==> src/hdl/sbsr_pkg.sv <==
// ----------------------------------------------------------------------------
// sbsr_pkg
// Types, constants and the request frame byte table of the sync-read engine.
// ----------------------------------------------------------------------------
package sbsr_pkg;

  localparam int SERVOS = 6;
  localparam int FRAME_LEN = SERVOS + 8;
  localparam int IDX_W = 4;

  localparam logic [7:0] SYNC_BYTE      = 8'hFF;
  localparam logic [7:0] BROADCAST_ID   = 8'hFE;
  localparam logic [7:0] INST_SYNC_READ = 8'h82;
  localparam logic [7:0] READ_LEN       = 8'd2;
  localparam logic [7:0] STATUS_LEN     = 8'd4;
  localparam logic [7:0] CMD_LEN        = 8'(SERVOS + 4);
  localparam logic [7:0] SERVOS_B       = 8'(SERVOS);

  localparam int BASE_SUM_I = 254 + SERVOS + 4 + 130 + 2 + SERVOS * (SERVOS + 1) / 2;
  localparam logic [7:0] BASE_SUM  = 8'(BASE_SUM_I % 256);
  localparam logic [7:0] FULL_MASK = 8'((1 << SERVOS) - 1);

  localparam logic [IDX_W-1:0] IDX_ADDR  = IDX_W'(5);
  localparam logic [IDX_W-1:0] IDX_ID0   = IDX_W'(7);
  localparam logic [IDX_W-1:0] IDX_LAST  = IDX_W'(FRAME_LEN - 1);
  localparam logic [IDX_W-1:0] IDX_FIRST = IDX_W'(1);

  localparam logic [2:0] FP_HUNT  = 3'd0;
  localparam logic [2:0] FP_SYNC1 = 3'd1;
  localparam logic [2:0] FP_BODY  = 3'd2;
  localparam logic [2:0] FP_CHECK = 3'd7;

  localparam logic RK_TX     = 1'b0;
  localparam logic RK_REPORT = 1'b1;

  localparam logic CFG_TIMEOUT  = 1'b0;
  localparam logic CFG_POS_ADDR = 1'b1;

  typedef enum logic [1:0] {
    KIND_RX_BYTE  = 2'd0,
    KIND_REQUEST  = 2'd1,
    KIND_TICK     = 2'd2,
    KIND_RX_ERROR = 2'd3
  } kind_t;

  typedef struct packed {
    logic        report_kind;
    logic [7:0]  tx_byte;
    logic        last;
    logic [2:0]  servo_index;
    logic [15:0] position;
    logic [7:0]  update_seq;
    logic        round_complete;
  } result_t;

  typedef struct packed {
    logic       busy;
    logic [7:0] tx_byte;
    logic       last;
  } gen_status_t;

  function automatic logic [7:0] req_byte(input logic [IDX_W-1:0] idx,
                                          input logic [7:0] addr);
    logic [7:0] b;
    b = SYNC_BYTE;
    if (idx == IDX_LAST) begin
      b = ~(BASE_SUM + addr);
    end else if (idx >= IDX_ID0) begin
      b = 8'(idx - IDX_ID0) + 8'd1;
    end else if (idx == IDX_W'(6)) begin
      b = READ_LEN;
    end else if (idx == IDX_ADDR) begin
      b = addr;
    end else if (idx == IDX_W'(4)) begin
      b = INST_SYNC_READ;
    end else if (idx == IDX_W'(3)) begin
      b = CMD_LEN;
    end else if (idx == IDX_W'(2)) begin
      b = BROADCAST_ID;
    end
    return b;
  endfunction

endpackage

==> src/hdl/sbsr_if.sv <==
// ----------------------------------------------------------------------------
// sbsr_if
// Valid/ready channels of the sync-read engine.
// ----------------------------------------------------------------------------
interface sbsr_in_if;
  logic       valid;
  logic       ready;
  logic [1:0] kind;
  logic [7:0] rx_byte;
  modport source (output valid, output kind, output rx_byte, input ready);
  modport sink (input valid, input kind, input rx_byte, output ready);
endinterface

interface sbsr_out_if;
  logic        valid;
  logic        ready;
  logic        report_kind;
  logic [7:0]  tx_byte;
  logic        last;
  logic [2:0]  servo_index;
  logic [15:0] position;
  logic [7:0]  update_seq;
  logic        round_complete;
  modport source (output valid, output report_kind, output tx_byte, output last,
                  output servo_index, output position, output update_seq,
                  output round_complete, input ready);
  modport sink (input valid, input report_kind, input tx_byte, input last,
                input servo_index, input position, input update_seq,
                input round_complete, output ready);
endinterface

interface sbsr_cfg_if;
  logic       valid;
  logic       ready;
  logic       index;
  logic [7:0] data;
  modport source (output valid, output index, output data, input ready);
  modport sink (input valid, input index, input data, output ready);
endinterface

==> src/hdl/sbsr_req_gen.sv <==
// ----------------------------------------------------------------------------
// sbsr_req_gen
// Request frame sequencer: walks the frame bytes after the first one.
// ----------------------------------------------------------------------------
module sbsr_req_gen (
  input  logic                clk,
  input  logic                rst_n,
  input  logic                start,
  input  logic                advance,
  input  logic [7:0]          position_address,
  output sbsr_pkg::gen_status_t status
);

  logic                       busy_r, busy_nxt;
  logic [sbsr_pkg::IDX_W-1:0] idx_r, idx_nxt;

  always_comb begin
    busy_nxt = busy_r;
    idx_nxt  = idx_r;
    if (start) begin
      busy_nxt = 1'b1;
      idx_nxt  = sbsr_pkg::IDX_FIRST;
    end else if (busy_r && advance) begin
      if (idx_r == sbsr_pkg::IDX_LAST) begin
        busy_nxt = 1'b0;
      end else begin
        idx_nxt = idx_r + 1'b1;
      end
    end
  end

  always_ff @(posedge clk) begin
    if (!rst_n) begin
      busy_r <= 1'b0;
      idx_r  <= '0;
    end else begin
      busy_r <= busy_nxt;
      idx_r  <= idx_nxt;
    end
  end

  assign status.busy    = busy_r;
  assign status.tx_byte = sbsr_pkg::req_byte(idx_r, position_address);
  assign status.last    = (idx_r == sbsr_pkg::IDX_LAST);

endmodule

==> src/hdl/servo_bus_sync_read_engine.sv <==
// ----------------------------------------------------------------------------
// servo_bus_sync_read_engine_core
// Sync-read master: request frame transmit and status frame receive.
// ----------------------------------------------------------------------------
// Received bytes, ticks and receive errors are taken one per clock, each
// finished in the cycle it is accepted, with at most one report landing in the
// single output register, which presents it the cycle after acceptance. Any
// input waits while that register holds a result the sink has not taken. An
// accepted request that is not blocked emits SERVOS+8 transmit transactions,
// one per cycle the output register drains; the input stalls for the SERVOS+7
// of them after the first, since the frame bytes share that register.
// A blocked request is consumed with no result. Configuration writes are
// taken every cycle.
module servo_bus_sync_read_engine_core (
  input  logic        clk,
  input  logic        rst_n,
  sbsr_in_if.sink     in_ch,
  sbsr_out_if.source  out_ch,
  sbsr_cfg_if.sink    cfg_ch
);

  logic [7:0]  timeout_r;
  logic [7:0]  pos_addr_r;
  logic [2:0]  frame_pos_r, frame_pos_nxt;
  logic [7:0]  frame_bytes_r [5];
  logic [7:0]  seq_r [8];
  logic        pending_r, pending_nxt;
  logic [7:0]  answered_r, answered_nxt;
  logic [7:0]  elapsed_r, elapsed_nxt;
  logic        out_valid_r, out_valid_nxt;
  sbsr_pkg::result_t out_r, out_nxt;

  sbsr_pkg::gen_status_t gen;
  sbsr_pkg::kind_t       kind;

  logic        slot_free;
  logic        in_acc;
  logic        store_byte;
  logic        seq_bump;
  logic        req_start;
  logic        frame_ok;
  logic [7:0]  chk;
  logic [7:0]  id;
  logic [2:0]  sidx;
  logic [7:0]  seq_new;
  logic [7:0]  ans_new;

  assign kind      = sbsr_pkg::kind_t'(in_ch.kind);
  assign slot_free = !out_valid_r || out_ch.ready;
  assign in_ch.ready = !gen.busy && slot_free;
  assign in_acc    = in_ch.valid && in_ch.ready;
  assign cfg_ch.ready = 1'b1;

  assign id      = frame_bytes_r[0];
  assign chk     = ~(frame_bytes_r[0] + frame_bytes_r[1] + frame_bytes_r[2]
                     + frame_bytes_r[3] + frame_bytes_r[4]);
  assign frame_ok = (frame_bytes_r[1] == sbsr_pkg::STATUS_LEN) && (in_ch.rx_byte == chk)
                    && (id != 8'd0) && (id <= sbsr_pkg::SERVOS_B);
  assign sidx    = 3'(id - 8'd1);
  assign seq_new = seq_r[sidx] + 8'd1;
  assign ans_new = answered_r | (8'd1 << sidx);

  sbsr_req_gen u_req_gen (
    .clk              (clk),
    .rst_n            (rst_n),
    .start            (req_start),
    .advance          (slot_free),
    .position_address (pos_addr_r),
    .status           (gen)
  );

  always_comb begin
    frame_pos_nxt = frame_pos_r;
    pending_nxt   = pending_r;
    answered_nxt  = answered_r;
    elapsed_nxt   = elapsed_r;
    out_valid_nxt = out_valid_r && !out_ch.ready;
    out_nxt       = out_r;
    store_byte    = 1'b0;
    seq_bump      = 1'b0;
    req_start     = 1'b0;
    if (gen.busy && slot_free) begin
      out_valid_nxt = 1'b1;
      out_nxt       = '0;
      out_nxt.report_kind = sbsr_pkg::RK_TX;
      out_nxt.tx_byte     = gen.tx_byte;
      out_nxt.last        = gen.last;
    end
    if (in_acc) begin
      case (kind)
        sbsr_pkg::KIND_RX_BYTE: begin
          if (frame_pos_r == sbsr_pkg::FP_HUNT) begin
            if (in_ch.rx_byte == sbsr_pkg::SYNC_BYTE) begin
              frame_pos_nxt = sbsr_pkg::FP_SYNC1;
            end
          end else if (frame_pos_r == sbsr_pkg::FP_SYNC1) begin
            frame_pos_nxt = (in_ch.rx_byte == sbsr_pkg::SYNC_BYTE) ? sbsr_pkg::FP_BODY
                                                                   : sbsr_pkg::FP_HUNT;
          end else if (frame_pos_r == sbsr_pkg::FP_CHECK) begin
            frame_pos_nxt = sbsr_pkg::FP_HUNT;
            if (frame_ok) begin
              seq_bump      = 1'b1;
              out_valid_nxt = 1'b1;
              out_nxt       = '0;
              out_nxt.report_kind = sbsr_pkg::RK_REPORT;
              out_nxt.last        = 1'b1;
              out_nxt.servo_index = sidx;
              out_nxt.position    = {frame_bytes_r[4], frame_bytes_r[3]};
              out_nxt.update_seq  = seq_new;
              if (pending_r) begin
                answered_nxt = ans_new;
                if ((ans_new & sbsr_pkg::FULL_MASK) == sbsr_pkg::FULL_MASK) begin
                  pending_nxt = 1'b0;
                  out_nxt.round_complete = 1'b1;
                end
              end
            end
          end else begin
            store_byte    = 1'b1;
            frame_pos_nxt = frame_pos_r + 3'd1;
          end
        end
        sbsr_pkg::KIND_REQUEST: begin
          if (!(pending_r && (elapsed_r < timeout_r))) begin
            req_start     = 1'b1;
            pending_nxt   = 1'b1;
            answered_nxt  = '0;
            elapsed_nxt   = '0;
            out_valid_nxt = 1'b1;
            out_nxt       = '0;
            out_nxt.report_kind = sbsr_pkg::RK_TX;
            out_nxt.tx_byte     = sbsr_pkg::SYNC_BYTE;
          end
        end
        sbsr_pkg::KIND_TICK: begin
          if (elapsed_r != 8'hFF) begin
            elapsed_nxt = elapsed_r + 8'd1;
          end
        end
        default: begin
          frame_pos_nxt = sbsr_pkg::FP_HUNT;
        end
      endcase
    end
  end

  always_ff @(posedge clk) begin
    if (!rst_n) begin
      timeout_r   <= 8'd5;
      pos_addr_r  <= 8'd56;
      frame_pos_r <= sbsr_pkg::FP_HUNT;
      pending_r   <= 1'b0;
      answered_r  <= '0;
      elapsed_r   <= '0;
      out_valid_r <= 1'b0;
      for (int i = 0; i < 8; i++) begin
        seq_r[i] <= '0;
      end
    end else begin
      if (cfg_ch.valid) begin
        case (cfg_ch.index)
          sbsr_pkg::CFG_TIMEOUT:  timeout_r  <= cfg_ch.data;
          sbsr_pkg::CFG_POS_ADDR: pos_addr_r <= cfg_ch.data;
          default: ;
        endcase
      end
      frame_pos_r <= frame_pos_nxt;
      pending_r   <= pending_nxt;
      answered_r  <= answered_nxt;
      elapsed_r   <= elapsed_nxt;
      out_valid_r <= out_valid_nxt;
      if (seq_bump) begin
        seq_r[sidx] <= seq_new;
      end
    end
  end

  always_ff @(posedge clk) begin
    out_r <= out_nxt;
    if (store_byte) begin
      frame_bytes_r[3'(frame_pos_r - sbsr_pkg::FP_BODY)] <= in_ch.rx_byte;
    end
  end

  assign out_ch.valid          = out_valid_r;
  assign out_ch.report_kind    = out_r.report_kind;
  assign out_ch.tx_byte        = out_r.tx_byte;
  assign out_ch.last           = out_r.last;
  assign out_ch.servo_index    = out_r.servo_index;
  assign out_ch.position       = out_r.position;
  assign out_ch.update_seq     = out_r.update_seq;
  assign out_ch.round_complete = out_r.round_complete;

endmodule

==> src/flat_wrapper.sv <==
// flat-port wrapper written by rule: the top's interface ports become plain ports
module servo_bus_sync_read_engine_core_flat 
  (clk, rst_n, in_ch_valid, in_ch_kind, in_ch_rx_byte, in_ch_ready, out_ch_valid, out_ch_report_kind, out_ch_tx_byte, out_ch_last, out_ch_servo_index, out_ch_position, out_ch_update_seq, out_ch_round_complete, out_ch_ready, cfg_ch_valid, cfg_ch_index, cfg_ch_data, cfg_ch_ready);
  sbsr_in_if in_ch_i ();
  sbsr_out_if out_ch_i ();
  sbsr_cfg_if cfg_ch_i ();
  input  logic clk;
  input  logic rst_n;
  input wire logic [$bits(in_ch_i.valid)-1:0] in_ch_valid;
  input wire logic [$bits(in_ch_i.kind)-1:0] in_ch_kind;
  input wire logic [$bits(in_ch_i.rx_byte)-1:0] in_ch_rx_byte;
  output wire logic [$bits(in_ch_i.ready)-1:0] in_ch_ready;
  output wire logic [$bits(out_ch_i.valid)-1:0] out_ch_valid;
  output wire logic [$bits(out_ch_i.report_kind)-1:0] out_ch_report_kind;
  output wire logic [$bits(out_ch_i.tx_byte)-1:0] out_ch_tx_byte;
  output wire logic [$bits(out_ch_i.last)-1:0] out_ch_last;
  output wire logic [$bits(out_ch_i.servo_index)-1:0] out_ch_servo_index;
  output wire logic [$bits(out_ch_i.position)-1:0] out_ch_position;
  output wire logic [$bits(out_ch_i.update_seq)-1:0] out_ch_update_seq;
  output wire logic [$bits(out_ch_i.round_complete)-1:0] out_ch_round_complete;
  input wire logic [$bits(out_ch_i.ready)-1:0] out_ch_ready;
  input wire logic [$bits(cfg_ch_i.valid)-1:0] cfg_ch_valid;
  input wire logic [$bits(cfg_ch_i.index)-1:0] cfg_ch_index;
  input wire logic [$bits(cfg_ch_i.data)-1:0] cfg_ch_data;
  output wire logic [$bits(cfg_ch_i.ready)-1:0] cfg_ch_ready;
  assign in_ch_i.valid = in_ch_valid;
  assign in_ch_i.kind = in_ch_kind;
  assign in_ch_i.rx_byte = in_ch_rx_byte;
  assign in_ch_ready = in_ch_i.ready;
  assign out_ch_valid = out_ch_i.valid;
  assign out_ch_report_kind = out_ch_i.report_kind;
  assign out_ch_tx_byte = out_ch_i.tx_byte;
  assign out_ch_last = out_ch_i.last;
  assign out_ch_servo_index = out_ch_i.servo_index;
  assign out_ch_position = out_ch_i.position;
  assign out_ch_update_seq = out_ch_i.update_seq;
  assign out_ch_round_complete = out_ch_i.round_complete;
  assign out_ch_i.ready = out_ch_ready;
  assign cfg_ch_i.valid = cfg_ch_valid;
  assign cfg_ch_i.index = cfg_ch_index;
  assign cfg_ch_i.data = cfg_ch_data;
  assign cfg_ch_ready = cfg_ch_i.ready;
  servo_bus_sync_read_engine_core u_core (.clk(clk), .rst_n(rst_n), .in_ch(in_ch_i), .out_ch(out_ch_i), .cfg_ch(cfg_ch_i));
endmodule
==> config.mk <==
export PLATFORM = sky130hd
export DESIGN_NAME = servo_bus_sync_read_engine_core_flat
export DESIGN_NICKNAME = d
export VERILOG_FILES = /design/src/hdl/sbsr_pkg.sv /design/src/hdl/sbsr_if.sv /design/src/hdl/sbsr_req_gen.sv /design/src/hdl/servo_bus_sync_read_engine.sv /design/src/flat_wrapper.sv
export SDC_FILE = /design/constraint.sdc
export NUM_CORES = 1
export LEC_CHECK = 0
export BUFFER_PORTS_ARGS = -buffer_cell sky130_fd_sc_hd__buf_2
export CAP_MARGIN = 20
export CORE_UTILIZATION = 55
export CTS_BUF_LIST = sky130_fd_sc_hd__clkbuf_2
export CTS_CLUSTER_SIZE = 28
export DETAILED_ROUTE_END_ITERATION = 8
export MAX_ROUTING_LAYER = met4
export PLACE_DENSITY = 0.74
export SYNTH_ARGS = -nofsm -noshare
export SYNTH_HDL_FRONTEND = slang
export SYNTH_SLANG_ARGS = --single-unit
==> constraint.sdc <==
create_clock -name clk -period 5.7 [get_ports clk]
set_input_delay 0.855 -clock clk [delete_from_list [all_inputs] [get_ports clk]]
set_output_delay 0.855 -clock clk [all_outputs]
set_load 0.01 [all_outputs]
==> results.txt <==
CP Depth -> 12
Hold Vio Cnt, Final -> 0
CP cell instances -> fa_1 > fa_1 > fa_1 > ha_1 > fa_1 > xnor2_1 > a2111o_1 > nor4_1 > and4_1 > and3_1 > nand3_2 > nor2_1
Unique masters post-synth -> 80
power per cell area -> 233 nW/um^2
number of remaining DRC errors -> 0
most frequent cell after synthesis -> edfxtp_1
vias in the first global route -> 6,566
Post-Syn Instances -> 849
global route overflow -> 0
top post-synthesis cells by count -> edfxtp_1 (104), dfxtp_1 (78), nor2_1 (78)
Setup CP Type -> flip-flop to flip-flop
Fill cells -> 1,336
fin crit period -> 5.00 ns
die area -> 17,300 sq um
sequential element share of the synthesized area -> 50.8%
CP delay by family, top -> adder cells
Worst path most repeated cell -> fa_1
FF-to-FF Start -> u_core.frame_bytes_r[4][1]$_DFFE_PP_
Buffers on Ports -> 63
synthesis warning total -> 0
Slowest cell on crit path -> fa_1
Min-Delay Endpoint -> u_core.timeout_r[3]$_SDFFE_PN0P_
root buf cell -> clkbuf_2
top cell type's share of synthesized area -> 33.9%
gr usage total -> 25.2%
asr flop ratio synth -> 0%
Inst Count DP -> 1,109
setup TNS -> 0 ns
CTS H-tree depth -> 4
peak supply drop -> 0.153 mV
Worst R2R Setup Slack -> 0.70 ns
Initial Util -> 57.2%
DR iter-0 viols -> 534
later-pin clock latency in the skew report -> 0.79 ns
# nets final -> 994
DRT antenna net count -> 0
Area growth, synth to finish -> 8.96%
Worst-Margin Slew -> 0.844 ns
Netlist Area Pre-Place -> 9220 sq um
Die Ht -> 131 um
ys flop type -> edfxtp_1
required time of the critical path -> 6.35 ns
main area contributors after synthesis -> edfxtp_1 (34%), dfxtp_1 (17%), ha_1 (5.0%)
CTS Buffer Depth -> 2
Via-to-Cell Ratio -> 5.88
cell taking the most area after synthesis -> edfxtp_1
Core Region -> 16,100 sq um
Setup crit end kind -> flip-flop
arrival time worst endpoint -> 5.66 ns
Hold Path Depth -> 3
Reg clk slew, reported paths -> 0.27 ns
# setup viols final -> 0
I/O pins -> 65
startpoint types -> flip-flop
share of post-route cells with drive strength above 1 -> 16.0%
CTS Hold Bufs -> 0
hpwl dp -> 14,300 um
Worst Hold Launch -> cfg_ch_data[3]
# rows -> 46
max frequency -> 200 MHz
outcome -> complete, no violations
DR pass1 iterations -> 5
Wirelength per Cell -> 17.6 um
CTS Sinks -> 182
first-pass GRT wire length -> 33,300 um
Routed WL -> 20,200 um
Crit Path Max Fanout -> 9
Clock Skew -> 0.0339 ns
Max stage delay on crit path -> 0.54 ns
GPL Wtd Cong -> 0.889
register bit total from synthesis -> 182
via count -> 6,725
worst min-delay path category -> primary input to flip-flop
number of synthesized flops with an enable pin -> 104
MaxCap Viol Count -> 0
Slew Viols, Final -> 0
CTS tree -> built
WP buf/inv -> 0
initial antenna violation count -> 1
Post-Syn Area per Cell -> 10.9 sq um
final worst path period share -> 87.8%
die width -> 131 um
worst r2r dst -> u_core.seq_r[4][3]$_SDFFCE_PN0P_
Slew HR -> 43.7%
Reg2Reg Depth -> 12
syn_nets -> 930
fin cells -> 1,143
RSZ-0062 raised after global routing -> no
TritonCTS Buffers -> 17
largest net degree at the start of global routing -> 34
post-cts resize count -> 0
Leak -> 3.72 nW
Post-CTS Setup Bufs -> 0
-- layer usage --
layer	vias up	GRT usage, %	wire length [um]
met3	32	5.90	1380
met4	0	7.95	328
met2	217	38.7	9410
met1	3252	33.1	9040
li1	3224	-	-
met5	-	-	0
-- where the power goes --
group          switching, W  leakage (nW)  total (W)  internal (W)
sequential        0.0000199          1.60    0.00144       0.00142
clock              0.000472         0.164   0.000730      0.000258
combinational      0.000103          1.96   0.000162     0.0000596
total              0.000594          3.72    0.00234       0.00174
-- metrics by stage --
step                power, W  util, %  hold WS (ns)  setup slack (ns)  cell area, sq um
floorplan            0.00157        -         0.426             0.913              9220
global placement     0.00163     60.5         0.439             0.888              9750
CTS                  0.00235     62.3         0.235             0.690             10000
detailed placement   0.00163     60.6         0.441             0.768              9760
finish               0.00234     62.3         0.281             0.695             10000
global route         0.00241     62.3         0.241             0.460             10000
-- sequential cells by signal (all words and copies together) (netlist names) --
name                          flops
u_core.pos_addr_r                 8
u_core.out_ch.update_seq          8
u_core.out_ch.tx_byte             8
u_core.out_ch.last                1
u_core.u_req_gen.busy_r           1
u_core.out_ch.round_complete      1
u_core.out_ch.valid               1
u_core.elapsed_r                  8
u_core.frame_bytes_r             40
u_core.out_ch.servo_index         3
u_core.frame_pos_r                3
u_core.answered_r                 6
u_core.pending_r                  1
u_core.seq_r                     64
u_core.out_ch.position           16
u_core.u_req_gen.idx_r            4
u_core.out_ch.report_kind         1
u_core.timeout_r                  8
-- placed cells by master, fill, tap and decap left out, types with 5 or more instances in the layout --
cell,n
a21oi_1,59
nand2_1,76
fa_1,20
buf_2,64
xor2_1,9
a22o_1,19
mux4_2,6
ha_1,37
xnor2_1,14
nor2b_1,18
o21ai_0,33
clkbuf_2,17
nand3_1,32
buf_4,20
and2_1,6
nand2b_1,5
a31oi_1,6
o211ai_1,6
mux2_2,6
nand3b_1,10
o2bb2ai_1,5
and3_1,7
mux2i_1,9
nand4_1,9
nor2_1,78
edfxtp_1,104
inv_1,34
a211oi_1,6
dfxtp_1,78
nor3_1,32
-- cell type report --
cell class	count	area, sq um	area share [%]
antenna	1	2.50	0.0249
clock inverter	15	191	1.91
clock buffer	17	85.1	0.847
timing repair buffer	84	470	4.68
tap	216	270	2.69
multi-input combinational	592	4200	41.8
sequential	182	4680	46.6
inverter	36	136	1.36
-- tightest hold or removal path: cells and delay by family --
family                 cells  cell delay [ns]
AND/OR/NAND/NOR            1             0.05
AO/OA/AOI/OAI              1             0.05
buffers and inverters      1             0.11
-- cells by family (layout without fill, tap and decap cells) --
| group | count (synthesis) | after routing | synth area share, % |
|---|---|---|---|
| DFF | 182 | 182 | 50.8 |
| buffers and inverters | 75 | 152 | 3.58 |
| muxes | 23 | 23 | 3.75 |
| xor gates and xnor gates | 25 | 25 | 2.67 |
| AOI/OAI and AO/OA | 185 | 185 | 13.6 |
| and+or+nand+nor | 301 | 301 | 16.2 |
| other | 1 | 2 | 0.0407 |
| adders and majority gates | 57 | 57 | 9.37 |
-- worst max-delay path by stage --
stage | start | endpoint | slack, ns
floorplan | u_core.frame_bytes_r[4][6]$_DFFE_PP_ | u_core.seq_r[3][0]$_SDFFCE_PN0P_ | 0.91
global placement | u_core.frame_bytes_r[4][1]$_DFFE_PP_ | u_core.out_ch.update_seq[3]$_DFF_P_ | 0.89
detailed placement | u_core.frame_bytes_r[4][1]$_DFFE_PP_ | u_core.seq_r[4][3]$_SDFFCE_PN0P_ | 0.77
CTS | u_core.frame_bytes_r[4][1]$_DFFE_PP_ | u_core.out_ch.update_seq[3]$_DFF_P_ | 0.69
global route | u_core.frame_bytes_r[4][1]$_DFFE_PP_ | u_core.seq_r[2][3]$_SDFFCE_PN0P_ | 0.46
finish | u_core.frame_bytes_r[4][1]$_DFFE_PP_ | u_core.seq_r[4][3]$_SDFFCE_PN0P_ | 0.70
Power figures use the tool's default switching activity.
